==> src/apts_pkg.sv <==
package apts_pkg;

    localparam int PRIO_W         = 6;
    localparam int ID_W           = 16;
    localparam int QUANT_W        = 8;
    localparam int LIST_DEPTH_DEF = 16;
    localparam int PADDR_W        = 3;
    localparam int PDATA_W        = 32;
    localparam int REG_IDX_W      = PADDR_W - 2;

    typedef logic signed [PRIO_W-1:0] prio_t;

    localparam prio_t PRIO_MIN = -6'sd20;
    localparam prio_t PRIO_MAX = 6'sd20;

    localparam logic [QUANT_W-1:0]   QUANTUM_RESET = 8'd20;
    localparam logic [REG_IDX_W-1:0] REG_QUANTUM   = 1'b0;

    typedef enum logic [1:0] {
        OP_APPEND,
        OP_SET_PRIO,
        OP_SELECT,
        OP_TICK
    } op_t;

    typedef enum logic [2:0] {
        STAT_OK,
        STAT_FULL,
        STAT_EMPTY,
        STAT_BAD_PRIO,
        STAT_NOT_FOUND
    } status_t;

    typedef enum logic [1:0] {
        S_IDLE,
        S_SCAN,
        S_COMMIT,
        S_FINISH
    } state_t;

    typedef enum logic [2:0] {
        CELL_NOP,
        CELL_APPEND,
        CELL_SET,
        CELL_SELECT,
        CELL_COMMIT
    } cell_op_t;

    // command broadcast to every cell
    typedef struct packed {
        cell_op_t        op;
        logic [ID_W-1:0] id;
        prio_t           prio;
    } cell_cmd_t;

    // one ready list entry
    typedef struct packed {
        logic [ID_W-1:0] id;
        prio_t           stat;
        prio_t           dyn;
    } entry_t;

    // best candidate carried along the chain during a select
    typedef struct packed {
        prio_t           val;
        logic [ID_W-1:0] id;
        prio_t           stat;
    } carry_t;

    // what a cell reports when the scan token ends in it
    typedef struct packed {
        logic   done;
        logic   hit;
        carry_t carry;
    } report_t;

endpackage

==> src/apts_cell.sv <==
module apts_cell
    import apts_pkg::*;
#(
    parameter int LIST_DEPTH = LIST_DEPTH_DEF,
    parameter int POS = 0,
    localparam int IDX_W = $clog2(LIST_DEPTH),
    localparam int CNT_W = $clog2(LIST_DEPTH + 1)
)
(
    input  logic             clk,
    input  logic             rst_n,
    input  cell_cmd_t        cmd,
    input  logic [CNT_W-1:0] len,
    input  logic [IDX_W-1:0] best_idx,
    input  logic             tok_in,
    input  carry_t           carry_in,
    input  logic [IDX_W-1:0] carry_idx_in,
    input  entry_t           nb_in,
    output logic             tok_out,
    output carry_t           carry_out,
    output logic [IDX_W-1:0] carry_idx_out,
    output entry_t           entry_out,
    output report_t          report,
    output logic [IDX_W-1:0] report_idx
);

    localparam bit               FIRST   = (POS == 0);
    localparam logic [CNT_W-1:0] POS_CNT = CNT_W'(POS);
    localparam logic [CNT_W-1:0] POS_NXT = CNT_W'(POS + 1);
    localparam logic [IDX_W-1:0] POS_IDX = IDX_W'(POS);

    entry_t           ent_reg, ent_next;
    logic             tok_reg, tok_next;
    carry_t           carry_reg, carry_next;
    logic [IDX_W-1:0] cidx_reg, cidx_next;

    logic             is_last;
    logic             match;
    logic             take;
    carry_t           sel_carry;
    logic [IDX_W-1:0] sel_idx;

    // age by one, clamped at the most urgent level
    function automatic prio_t age_prio(input prio_t p);
        return (p <= PRIO_MIN) ? PRIO_MIN : prio_t'(p - prio_t'(1));
    endfunction

    always_comb
    begin
        is_last = (len == POS_NXT);
        match   = (ent_reg.id == cmd.id);
        take    = FIRST || (ent_reg.dyn < carry_in.val);
        if (take)
        begin
            sel_carry.val  = ent_reg.dyn;
            sel_carry.id   = ent_reg.id;
            sel_carry.stat = ent_reg.stat;
            sel_idx        = POS_IDX;
        end
        else
        begin
            sel_carry = carry_in;
            sel_idx   = carry_idx_in;
        end

        ent_next   = ent_reg;
        tok_next   = 1'b0;
        carry_next = carry_reg;
        cidx_next  = cidx_reg;
        report     = '0;
        report_idx = '0;

        case (cmd.op)
            CELL_APPEND:
            begin
                if (len == POS_CNT)
                begin
                    ent_next.id   = cmd.id;
                    ent_next.stat = cmd.prio;
                    ent_next.dyn  = cmd.prio;
                end
            end
            CELL_SET:
            begin
                if (tok_in)
                begin
                    if (match)
                    begin
                        ent_next.stat = cmd.prio;
                        ent_next.dyn  = cmd.prio;
                        report.done   = 1'b1;
                        report.hit    = 1'b1;
                    end
                    else if (is_last)
                    begin
                        report.done = 1'b1;
                    end
                    else
                    begin
                        tok_next = 1'b1;
                    end
                end
            end
            CELL_SELECT:
            begin
                if (tok_in)
                begin
                    if (is_last)
                    begin
                        report.done  = 1'b1;
                        report.carry = sel_carry;
                        report_idx   = sel_idx;
                    end
                    else
                    begin
                        tok_next   = 1'b1;
                        carry_next = sel_carry;
                        cidx_next  = sel_idx;
                    end
                end
            end
            CELL_COMMIT:
            begin
                // entries ahead of the winner age in place, the rest close the gap
                if (POS_IDX < best_idx)
                begin
                    ent_next.dyn = age_prio(ent_reg.dyn);
                end
                else if (POS_NXT < len)
                begin
                    ent_next.id   = nb_in.id;
                    ent_next.stat = nb_in.stat;
                    ent_next.dyn  = age_prio(nb_in.dyn);
                end
            end
            default:
            begin
            end
        endcase
    end

    always_ff @(posedge clk or negedge rst_n)
    begin
        if (!rst_n)
        begin
            tok_reg <= 1'b0;
        end
        else
        begin
            tok_reg <= tok_next;
        end
    end

    always_ff @(posedge clk)
    begin
        ent_reg   <= ent_next;
        carry_reg <= carry_next;
        cidx_reg  <= cidx_next;
    end

    assign tok_out       = tok_reg;
    assign carry_out     = carry_reg;
    assign carry_idx_out = cidx_reg;
    assign entry_out     = ent_reg;

endmodule

==> src/aging_priority_task_scheduler.sv <==
// ready list task scheduler with priority aging
//
// items come in on item_valid / item_stall with operation, task_number and
// requested_priority; one result per item leaves on result_valid /
// result_stall. a transfer happens on a clock edge with valid high and stall low.
// the list is a row of cells, one entry each; set priority and select pass a
// scan token from cell to cell, one cell per cycle, so their cost follows the
// list position reached.
// append, tick, rejected items and an empty select do not scan; set priority
// ends at the match or the list end; select scans the whole list, then a
// commit step ages and shifts the entries.
// the result register fills as the block returns to idle, before the next item.
// while the receiver stalls, a finished result waits in its register and a
// following item is still taken and worked on; that second result waits in
// the finish state until the register frees up.
// reset empties the list, stops the running task, clears the quantum counter and
// sets quantum_ticks to 20. quantum_ticks is written over the apb port at address
// 0 by the user only while the block is idle; the block does not enforce this.
module aging_priority_task_scheduler
    import apts_pkg::*;
#(
    parameter int LIST_DEPTH = LIST_DEPTH_DEF,
    localparam int IDX_W = $clog2(LIST_DEPTH),
    localparam int CNT_W = $clog2(LIST_DEPTH + 1)
)
(
    input  logic                      clk,
    input  logic                      rst_n,
    // configuration
    input  logic                      psel,
    input  logic                      penable,
    input  logic                      pwrite,
    input  logic [PADDR_W-1:0]        paddr,
    input  logic [PDATA_W-1:0]        pwdata,
    output logic [PDATA_W-1:0]        prdata,
    output logic                      pready,
    // item channel
    input  logic                      item_valid,
    output logic                      item_stall,
    input  logic [1:0]                operation,
    input  logic [ID_W-1:0]           task_number,
    input  logic signed [PRIO_W-1:0]  requested_priority,
    // result channel
    output logic                      result_valid,
    input  logic                      result_stall,
    output logic [2:0]                status,
    output logic                      chosen_valid,
    output logic [ID_W-1:0]           chosen_task,
    output logic signed [PRIO_W-1:0]  chosen_priority,
    output logic                      preempt,
    output logic [CNT_W-1:0]          ready_count
);

    localparam logic [CNT_W-1:0] LEN_FULL = CNT_W'(LIST_DEPTH);

    // control state
    state_t             state_reg, state_next;
    logic [CNT_W-1:0]   len_reg, len_next;
    logic [QUANT_W-1:0] qleft_reg, qleft_next;
    logic               running_reg, running_next;
    logic [QUANT_W-1:0] quantum_reg;
    logic               start_reg, start_next;
    logic               result_valid_reg, result_valid_next;

    // item held during a scan
    op_t                op_reg, op_next;
    logic [ID_W-1:0]    id_reg, id_next;
    prio_t              prio_reg, prio_next;
    logic [IDX_W-1:0]   best_idx_reg, best_idx_next;

    // result under construction
    status_t            pend_status_reg, pend_status_next;
    logic               pend_valid_reg, pend_valid_next;
    logic [ID_W-1:0]    pend_task_reg, pend_task_next;
    prio_t              pend_prio_reg, pend_prio_next;
    logic               pend_preempt_reg, pend_preempt_next;

    // result register
    status_t            out_status_reg;
    logic               out_valid_reg;
    logic [ID_W-1:0]    out_task_reg;
    prio_t              out_prio_reg;
    logic               out_preempt_reg;
    logic [CNT_W-1:0]   out_count_reg;

    logic               accept;
    logic               prio_ok;
    logic               out_free;
    logic               load_out;
    logic               cfg_write;
    op_t                in_op;

    cell_cmd_t          cmd;

    // chain wiring
    logic               tok_in   [LIST_DEPTH];
    logic               tok_out  [LIST_DEPTH];
    carry_t             carry_in [LIST_DEPTH];
    carry_t             carry_out[LIST_DEPTH];
    logic [IDX_W-1:0]   cidx_in  [LIST_DEPTH];
    logic [IDX_W-1:0]   cidx_out [LIST_DEPTH];
    entry_t             nb_in    [LIST_DEPTH];
    entry_t             entry_out[LIST_DEPTH];
    report_t            rep      [LIST_DEPTH];
    logic [IDX_W-1:0]   rep_idx  [LIST_DEPTH];
    logic [LIST_DEPTH-1:0] tok_vec;

    report_t            red;
    logic [IDX_W-1:0]   red_idx;

    genvar g;
    generate
        for (g = 0; g < LIST_DEPTH; g++)
        begin : g_cell
            if (g == 0)
            begin : g_head
                assign tok_in[g]   = start_reg;
                assign carry_in[g] = '0;
                assign cidx_in[g]  = '0;
            end
            else
            begin : g_link
                assign tok_in[g]   = tok_out[g-1];
                assign carry_in[g] = carry_out[g-1];
                assign cidx_in[g]  = cidx_out[g-1];
            end

            if (g == LIST_DEPTH - 1)
            begin : g_tail
                assign nb_in[g] = '0;
            end
            else
            begin : g_next
                assign nb_in[g] = entry_out[g+1];
            end

            apts_cell #(
                .LIST_DEPTH (LIST_DEPTH),
                .POS        (g)
            ) u_cell (
                .clk           (clk),
                .rst_n         (rst_n),
                .cmd           (cmd),
                .len           (len_reg),
                .best_idx      (best_idx_reg),
                .tok_in        (tok_in[g]),
                .carry_in      (carry_in[g]),
                .carry_idx_in  (cidx_in[g]),
                .nb_in         (nb_in[g]),
                .tok_out       (tok_out[g]),
                .carry_out     (carry_out[g]),
                .carry_idx_out (cidx_out[g]),
                .entry_out     (entry_out[g]),
                .report        (rep[g]),
                .report_idx    (rep_idx[g])
            );

            assign tok_vec[g] = tok_out[g];
        end
    endgenerate

    // only the cell holding the token reports, so an or collects it
    always_comb
    begin
        red     = '0;
        red_idx = '0;
        for (int i = 0; i < LIST_DEPTH; i++)
        begin
            red     = red | rep[i];
            red_idx = red_idx | rep_idx[i];
        end
    end

    // apb register
    assign pready    = 1'b1;
    assign cfg_write = psel && penable && pwrite && (paddr[PADDR_W-1:2] == REG_QUANTUM);

    always_comb
    begin
        if (paddr[PADDR_W-1:2] == REG_QUANTUM)
        begin
            prdata = PDATA_W'(quantum_reg);
        end
        else
        begin
            prdata = '0;
        end
    end

    always_ff @(posedge clk or negedge rst_n)
    begin
        if (!rst_n)
        begin
            quantum_reg <= QUANTUM_RESET;
        end
        else if (cfg_write)
        begin
            quantum_reg <= pwdata[QUANT_W-1:0];
        end
    end

    // handshake
    assign item_stall = (state_reg != S_IDLE);
    assign accept     = item_valid && !item_stall;
    assign out_free   = !result_valid_reg || !result_stall;
    assign in_op      = op_t'(operation);
    assign prio_ok    = (requested_priority >= PRIO_MIN) && (requested_priority <= PRIO_MAX);

    // sequencer
    always_comb
    begin
        state_next        = state_reg;
        len_next          = len_reg;
        qleft_next        = qleft_reg;
        running_next      = running_reg;
        start_next        = 1'b0;
        op_next           = op_reg;
        id_next           = id_reg;
        prio_next         = prio_reg;
        best_idx_next     = best_idx_reg;
        pend_status_next  = pend_status_reg;
        pend_valid_next   = pend_valid_reg;
        pend_task_next    = pend_task_reg;
        pend_prio_next    = pend_prio_reg;
        pend_preempt_next = pend_preempt_reg;
        load_out          = 1'b0;
        result_valid_next = result_valid_reg && result_stall;

        cmd.op   = CELL_NOP;
        cmd.id   = id_reg;
        cmd.prio = prio_reg;

        case (state_reg)
            S_IDLE:
            begin
                cmd.id   = task_number;
                cmd.prio = requested_priority;
                if (accept)
                begin
                    op_next           = in_op;
                    id_next           = task_number;
                    prio_next         = requested_priority;
                    pend_status_next  = STAT_OK;
                    pend_valid_next   = 1'b0;
                    pend_task_next    = '0;
                    pend_prio_next    = '0;
                    pend_preempt_next = 1'b0;
                    state_next        = S_FINISH;
                    case (in_op)
                        OP_APPEND:
                        begin
                            if (!prio_ok)
                            begin
                                pend_status_next = STAT_BAD_PRIO;
                            end
                            else if (len_reg == LEN_FULL)
                            begin
                                pend_status_next = STAT_FULL;
                            end
                            else
                            begin
                                cmd.op   = CELL_APPEND;
                                len_next = len_reg + CNT_W'(1);
                            end
                        end
                        OP_SET_PRIO:
                        begin
                            if (!prio_ok)
                            begin
                                pend_status_next = STAT_BAD_PRIO;
                            end
                            else if (len_reg == '0)
                            begin
                                pend_status_next = STAT_NOT_FOUND;
                            end
                            else
                            begin
                                start_next = 1'b1;
                                state_next = S_SCAN;
                            end
                        end
                        OP_SELECT:
                        begin
                            if (len_reg == '0)
                            begin
                                pend_status_next = STAT_EMPTY;
                            end
                            else
                            begin
                                start_next = 1'b1;
                                state_next = S_SCAN;
                            end
                        end
                        OP_TICK:
                        begin
                            if (running_reg)
                            begin
                                if (qleft_reg <= QUANT_W'(1))
                                begin
                                    qleft_next        = '0;
                                    running_next      = 1'b0;
                                    pend_preempt_next = 1'b1;
                                end
                                else
                                begin
                                    qleft_next = qleft_reg - QUANT_W'(1);
                                end
                            end
                        end
                        default:
                        begin
                        end
                    endcase
                end
            end
            S_SCAN:
            begin
                cmd.op = (op_reg == OP_SELECT) ? CELL_SELECT : CELL_SET;
                if (red.done)
                begin
                    if (op_reg == OP_SELECT)
                    begin
                        best_idx_next   = red_idx;
                        pend_valid_next = 1'b1;
                        pend_task_next  = red.carry.id;
                        pend_prio_next  = red.carry.stat;
                        state_next      = S_COMMIT;
                    end
                    else
                    begin
                        pend_status_next = red.hit ? STAT_OK : STAT_NOT_FOUND;
                        state_next       = S_FINISH;
                    end
                end
            end
            S_COMMIT:
            begin
                cmd.op       = CELL_COMMIT;
                len_next     = len_reg - CNT_W'(1);
                qleft_next   = quantum_reg;
                running_next = 1'b1;
                state_next   = S_FINISH;
            end
            S_FINISH:
            begin
                if (out_free)
                begin
                    load_out          = 1'b1;
                    result_valid_next = 1'b1;
                    state_next        = S_IDLE;
                end
            end
            default:
            begin
                state_next = S_IDLE;
            end
        endcase
    end

    always_ff @(posedge clk or negedge rst_n)
    begin
        if (!rst_n)
        begin
            state_reg        <= S_IDLE;
            len_reg          <= '0;
            qleft_reg        <= '0;
            running_reg      <= 1'b0;
            start_reg        <= 1'b0;
            result_valid_reg <= 1'b0;
        end
        else
        begin
            state_reg        <= state_next;
            len_reg          <= len_next;
            qleft_reg        <= qleft_next;
            running_reg      <= running_next;
            start_reg        <= start_next;
            result_valid_reg <= result_valid_next;
        end
    end

    always_ff @(posedge clk)
    begin
        op_reg           <= op_next;
        id_reg           <= id_next;
        prio_reg         <= prio_next;
        best_idx_reg     <= best_idx_next;
        pend_status_reg  <= pend_status_next;
        pend_valid_reg   <= pend_valid_next;
        pend_task_reg    <= pend_task_next;
        pend_prio_reg    <= pend_prio_next;
        pend_preempt_reg <= pend_preempt_next;
        if (load_out)
        begin
            out_status_reg  <= pend_status_reg;
            out_valid_reg   <= pend_valid_reg;
            out_task_reg    <= pend_task_reg;
            out_prio_reg    <= pend_prio_reg;
            out_preempt_reg <= pend_preempt_reg;
            out_count_reg   <= len_reg;
        end
    end

    assign result_valid    = result_valid_reg;
    assign status          = out_status_reg;
    assign chosen_valid    = out_valid_reg;
    assign chosen_task     = out_task_reg;
    assign chosen_priority = out_prio_reg;
    assign preempt         = out_preempt_reg;
    assign ready_count     = out_count_reg;

    // at most one scan token in the chain, counting the one about to enter
    assert property (@(posedge clk) disable iff (!rst_n)
        $onehot0({tok_vec, start_reg}))
        else $error("more than one scan token in the cell chain");

    // a scan always has a live token somewhere
    assert property (@(posedge clk) disable iff (!rst_n)
        (state_reg == S_SCAN) |-> ((|tok_vec) || start_reg))
        else $error("scan without a token");

    // list never grows past its depth
    assert property (@(posedge clk) disable iff (!rst_n)
        len_reg <= LEN_FULL)
        else $error("ready list length beyond depth");

    // a commit removes an entry, so the list holds one
    assert property (@(posedge clk) disable iff (!rst_n)
        (state_reg == S_COMMIT) |-> (len_reg != '0))
        else $error("commit on an empty list");

    // a new result only comes out of the finish state
    assert property (@(posedge clk) disable iff (!rst_n)
        (result_valid_reg && !$past(result_valid_reg && result_stall))
            |-> $past(state_reg == S_FINISH))
        else $error("result loaded outside finish state");

endmodule
==> config.mk <==
export PLATFORM = sky130hd
export DESIGN_NAME = aging_priority_task_scheduler
export DESIGN_NICKNAME = d
export VERILOG_FILES = /design/src/apts_pkg.sv /design/src/apts_cell.sv /design/src/aging_priority_task_scheduler.sv
export SDC_FILE = /design/constraint.sdc
export NUM_CORES = 2
export LEC_CHECK = 0
export BUFFER_PORTS_ARGS = -buffer_cell sky130_fd_sc_hd__buf_2
export CORE_MARGIN = 5
export CORE_UTILIZATION = 60
export CTS_CLUSTER_DIAMETER = 120
export CTS_CLUSTER_SIZE = 20
export DETAILED_ROUTE_END_ITERATION = 6
export PLACE_DENSITY_LB_ADDON = 0.3
export SYNTH_ARGS = -nofsm -noshare
export SYNTH_HDL_FRONTEND = slang
export SYNTH_SLANG_ARGS = --single-unit
export TNS_END_PERCENT = 30
==> constraint.sdc <==
create_clock -name clk -period 7.74 [get_ports clk]
set_input_delay 1.935 -clock clk [delete_from_list [all_inputs] [get_ports clk]]
set_output_delay 1.935 -clock clk [all_outputs]
set_load 0.03 [all_outputs]
==> impl_metrics.toml <==
[yosys]
synth_compound_area_frac = 0.114
netlist-cell-type-count = 81
synth-seq-cells = 1041
ys_async_sr_fraction = 0.0394
synth-main-ff-cell = "sky130_fd_sc_hd__edfxtp_1"
synth_simple_gate_area_share = 0.0963
synth.avg_cell_area_um2 = 11.6
yosys.area_share.xor_xnor = 0.0480
synth.mux.area_fraction = 0.0758
synth_warnings = 0
dominant_combinational_cell_family_by_area_after_synthesis = "compound AO/OA/AOI/OAI gates"
synth.cell_area_um2 = 52900
seq_area_frac_synth = 0.587
netlist_instances = 4544
synth_enable_flop_cells = 1000
synth_adder_area_share = 0.0255

[setup_path]
crit_family = "simple AND/OR/NAND/NOR gates"
endpoint_kind = "flop"
timing.critical_path.slowest_cell_delay_ps = 1190
cp.buffers_inverters = 4
crit_type = "reg -> reg"
critPathRequiredTime_ps = 8120
cpMaxStageDelayCell = "sky130_fd_sc_hd__nor3_2"
most_frequent_cell_on_the_critical_path = "sky130_fd_sc_hd__buf_4"
crit_arrival_ps = 6380
start_kind = "flop"
worstPathCellList = "inv_1, ha_4, buf_4, and2_2, buf_4, nand2_1, o41ai_1, buf_4, nand2_1, nor3_2, a222oi_1, a21boi_0, and4b_1, a41oi_1"
critical_path_peak_fanout = 29

[clock_tree]
numClockSinks = 1041
maximum_level_of_the_cts_h_tree = 2
cts_resized = 0
clock_tree_from_tritoncts = "built"
path_clk_slew_ps = 90
cts_root_buffer = "sky130_fd_sc_hd__clkbuf_16"
cts_inserted_buffers = 58
clock_tree.buffer_depth = 3
clock_latency_ps = 700
cts_hold_buf = 0
postCtsSetupBuffers = 0

[run]
max_cap_violations = 0

[power]
pwr-share-clk = 0.352
power.density_nw_per_um2 = 168
netSwitchingFraction = 0.204
combPwrFrac = 0.008
max-vdd-ir-drop_mv = 0.225
p_seq_frac = 0.640
cell_internal_pwr_w = 0.00757
p_leak_nw = 20.4
p_total_w = 0.00951
netSwitchingPower_w = 0.00194

[layout]
syn_to_final_growth_pct = 7.15
fillCellCount = 6747
finalNetCount = 4697
instances_no_fill = 5742
finish.utilization = 0.645
largest_register_ff_count = 448
drive_above_1_share = 0.146

[place]
finalWeightedCongestion = 1.01
hpwl_mm = 125
placedCellCount = 5628
port_buffers = 81

[floorplan]
core.rowCount = 109
fp.dieArea_um2 = 94300
initial_cell_density_of_the_core = 0.602
chipWidth_um = 307
core_area_um2 = 88000
pin_count = 133
die_h_um = 307

[timing]
maxSlewViolCount = 0
timing.final.crit_share = 0.776
hold_viol_final = 0
slew_headroom = 0.109
clock.fmax_mhz = 167
worst_pin_slew_ps = 1330
worst_clock_skew_ps = 60.4
fin_crit_ps = 6000
grt_setup_unrepaired = "false"
finalSetupViolCount = 0
fin_setup_tns_ps = 0

[global_route]
globalRouteTotalUtil = 0.365
grt_antenna_before_repair = 8
grt_first_pass_wirelength_mm = 252
overflow = 0
pin_count_of_the_biggest_net_entering_global_routing = 88
vias_in_the_first_global_route = 36635

[detailed_routing]
drt_first_iter_violations = 6982
route.antenna.remaining_nets = 0
drt_first_pass_iters = 7
postRouteWirelength_mm = 177
via_per_inst = 6.76
post-route-drc-count = 13
detailroute.via_count = 38842
routedWlPerCell_um = 30.9

[outcome]
run_status = "complete, but fails checks"
failing_checks = "design-rule violations"

[hold_path]
min_path_type = "reg -> reg"
[through the flow]
| stage | instance area, µm² | hold WS [ps] | setup slack, ps |
|---|---|---|---|
| finish | 56700 | 421 | 1740 |
| global route | 56700 | 431 | 1570 |
| CTS | 56700 | 426 | 1960 |
| detailed placement | 55000 | 405 | 1680 |
| global placement | 55000 | 401 | 1720 |
| floorplan | 53000 | 400 | 1130 |
[worst reg2reg max path: cells and delay by family, from the launching register on]
family	cells	cell delay, ps
AOI/OAI and AO/OA	4	1240
adders and majority gates	1	610
buffers and inverters	4	1270
DFF	1	470
and+or+nand+nor	5	2140
[worst paths after layout]
path	to	slack, ps	start	depth (start not counted)
worst max-delay path	pend_prio_reg[2]	1740	state_reg[0]	14
worst max register to register	pend_prio_reg[2]	1740	state_reg[0]	14
worst min register to register	chosen_task[6]	420	pend_task_reg[6]	0
worst min-delay path	chosen_task[6]	420	pend_task_reg[6]	0
min in group asynchronous	g_cell[13].u_cell.tok_out	1350	rst_n	2
max in group asynchronous	qleft_reg[1]	5900	rst_n	2
[cells in the mapped netlist (all sizes together), types with 20 or more instances]
cell type	number	area share
o211ai	20	0.0028
nor2b	31	0.0037
nor2	187	0.013
a31oi	25	0.0030
xor2	21	0.0035
a21o	59	0.0084
xnor2	269	0.045
and2	40	0.0048
nand4	29	0.0034
a22oi	64	0.0091
mux2i	53	0.010
mux2	309	0.066
and3	35	0.0041
ha	108	0.026
nor3	90	0.0086
nand3	48	0.0045
a21oi	347	0.033
o21bai	28	0.0040
or2	23	0.0027
dfrtp	39	0.018
nand2	432	0.031
clkbuf	214	0.015
inv	417	0.030
nand2b	40	0.0047
a222oi	24	0.0045
a22o	31	0.0051
buf	81	0.0086
nor4	77	0.0091
o21ai	185	0.017
edfxtp	1000	0.57
o21a	20	0.0028
[layout make-up]
cell class                 instances  area, µm²  area share
timing repair buffer             191       1240      0.0219
tap                             1165       1460      0.0257
antenna                            4       10.0    0.000176
multi-input combinational       2814      19700       0.347
clock inverter                     3       48.8    0.000860
inverter                         417       1570      0.0276
clock buffer                     107       1660      0.0292
sequential                      1041      31100       0.548
[power by group through the flow]
stage	Combinational, W	Clock [W]	Sequential [W]
floorplan	0.0000566	0	0.00621
global placement	0.0000762	0	0.00622
detailed placement	0.0000777	0	0.00622
CTS	0.0000780	0.00334	0.00609
global route	0.0000835	0.00356	0.00609
finish	0.0000778	0.00334	0.00609
[kinds of logic (layout without fill, tap and decap cells)]
| family | Yosys count | count (layout) |
|---|---|---|
| flip-flops | 1041 | 1041 |
| AND/OR/NAND/NOR | 1078 | 1078 |
| other | 2 | 29 |
| AO/OA/AOI/OAI | 951 | 951 |
| buffers and inverters | 712 | 718 |
| multiplexers | 362 | 362 |
| XOR/XNOR | 290 | 290 |
| adder cells (fa/ha/maj) | 108 | 108 |
[per-layer routing]
layer / share of wire / GRT usage
met1: 0.37 / 0.508
met2: 0.42 / 0.528
met3: 0.17 / 0.143
met4: 0.047 / 0.129
met5: 0.00034 / 0
[placed cells by master (no fill, tap or decap), types with 22 or more instances in the layout]
cell | synthesis | routed
sky130_fd_sc_hd__nor2_1 | 187 | 170
sky130_fd_sc_hd__conb_1 | 2 | 25
sky130_fd_sc_hd__nand4_1 | 29 | 29
sky130_fd_sc_hd__and2_1 | 39 | 37
sky130_fd_sc_hd__ha_1 | 108 | 106
sky130_fd_sc_hd__xnor2_1 | 269 | 269
sky130_fd_sc_hd__or2_2 | 22 | 22
sky130_fd_sc_hd__a222oi_1 | 24 | 24
sky130_fd_sc_hd__buf_2 | 40 | 81
sky130_fd_sc_hd__mux2i_1 | 53 | 35
sky130_fd_sc_hd__nand3_1 | 48 | 47
sky130_fd_sc_hd__a21oi_1 | 347 | 347
sky130_fd_sc_hd__edfxtp_1 | 1000 | 1000
sky130_fd_sc_hd__and3_1 | 35 | 31
sky130_fd_sc_hd__clkbuf_1 | 214 | 47
sky130_fd_sc_hd__nor3_1 | 89 | 78
sky130_fd_sc_hd__a31oi_1 | 25 | 23
sky130_fd_sc_hd__a21o_1 | 59 | 59
sky130_fd_sc_hd__o21ai_0 | 182 | 179
sky130_fd_sc_hd__nor2b_1 | 31 | 31
sky130_fd_sc_hd__mux2_2 | 308 | 308
sky130_fd_sc_hd__clkbuf_16 | 0 | 59
sky130_fd_sc_hd__dfrtp_1 | 39 | 39
sky130_fd_sc_hd__nand2b_1 | 40 | 40
sky130_fd_sc_hd__a22o_1 | 31 | 30
sky130_fd_sc_hd__nand2_1 | 432 | 430
sky130_fd_sc_hd__a22oi_1 | 64 | 63
sky130_fd_sc_hd__buf_4 | 27 | 109
sky130_fd_sc_hd__nor4_1 | 77 | 77
sky130_fd_sc_hd__inv_1 | 417 | 416
sky130_fd_sc_hd__o21bai_1 | 28 | 28
Note: power is estimated with default switching activity, not from simulation.
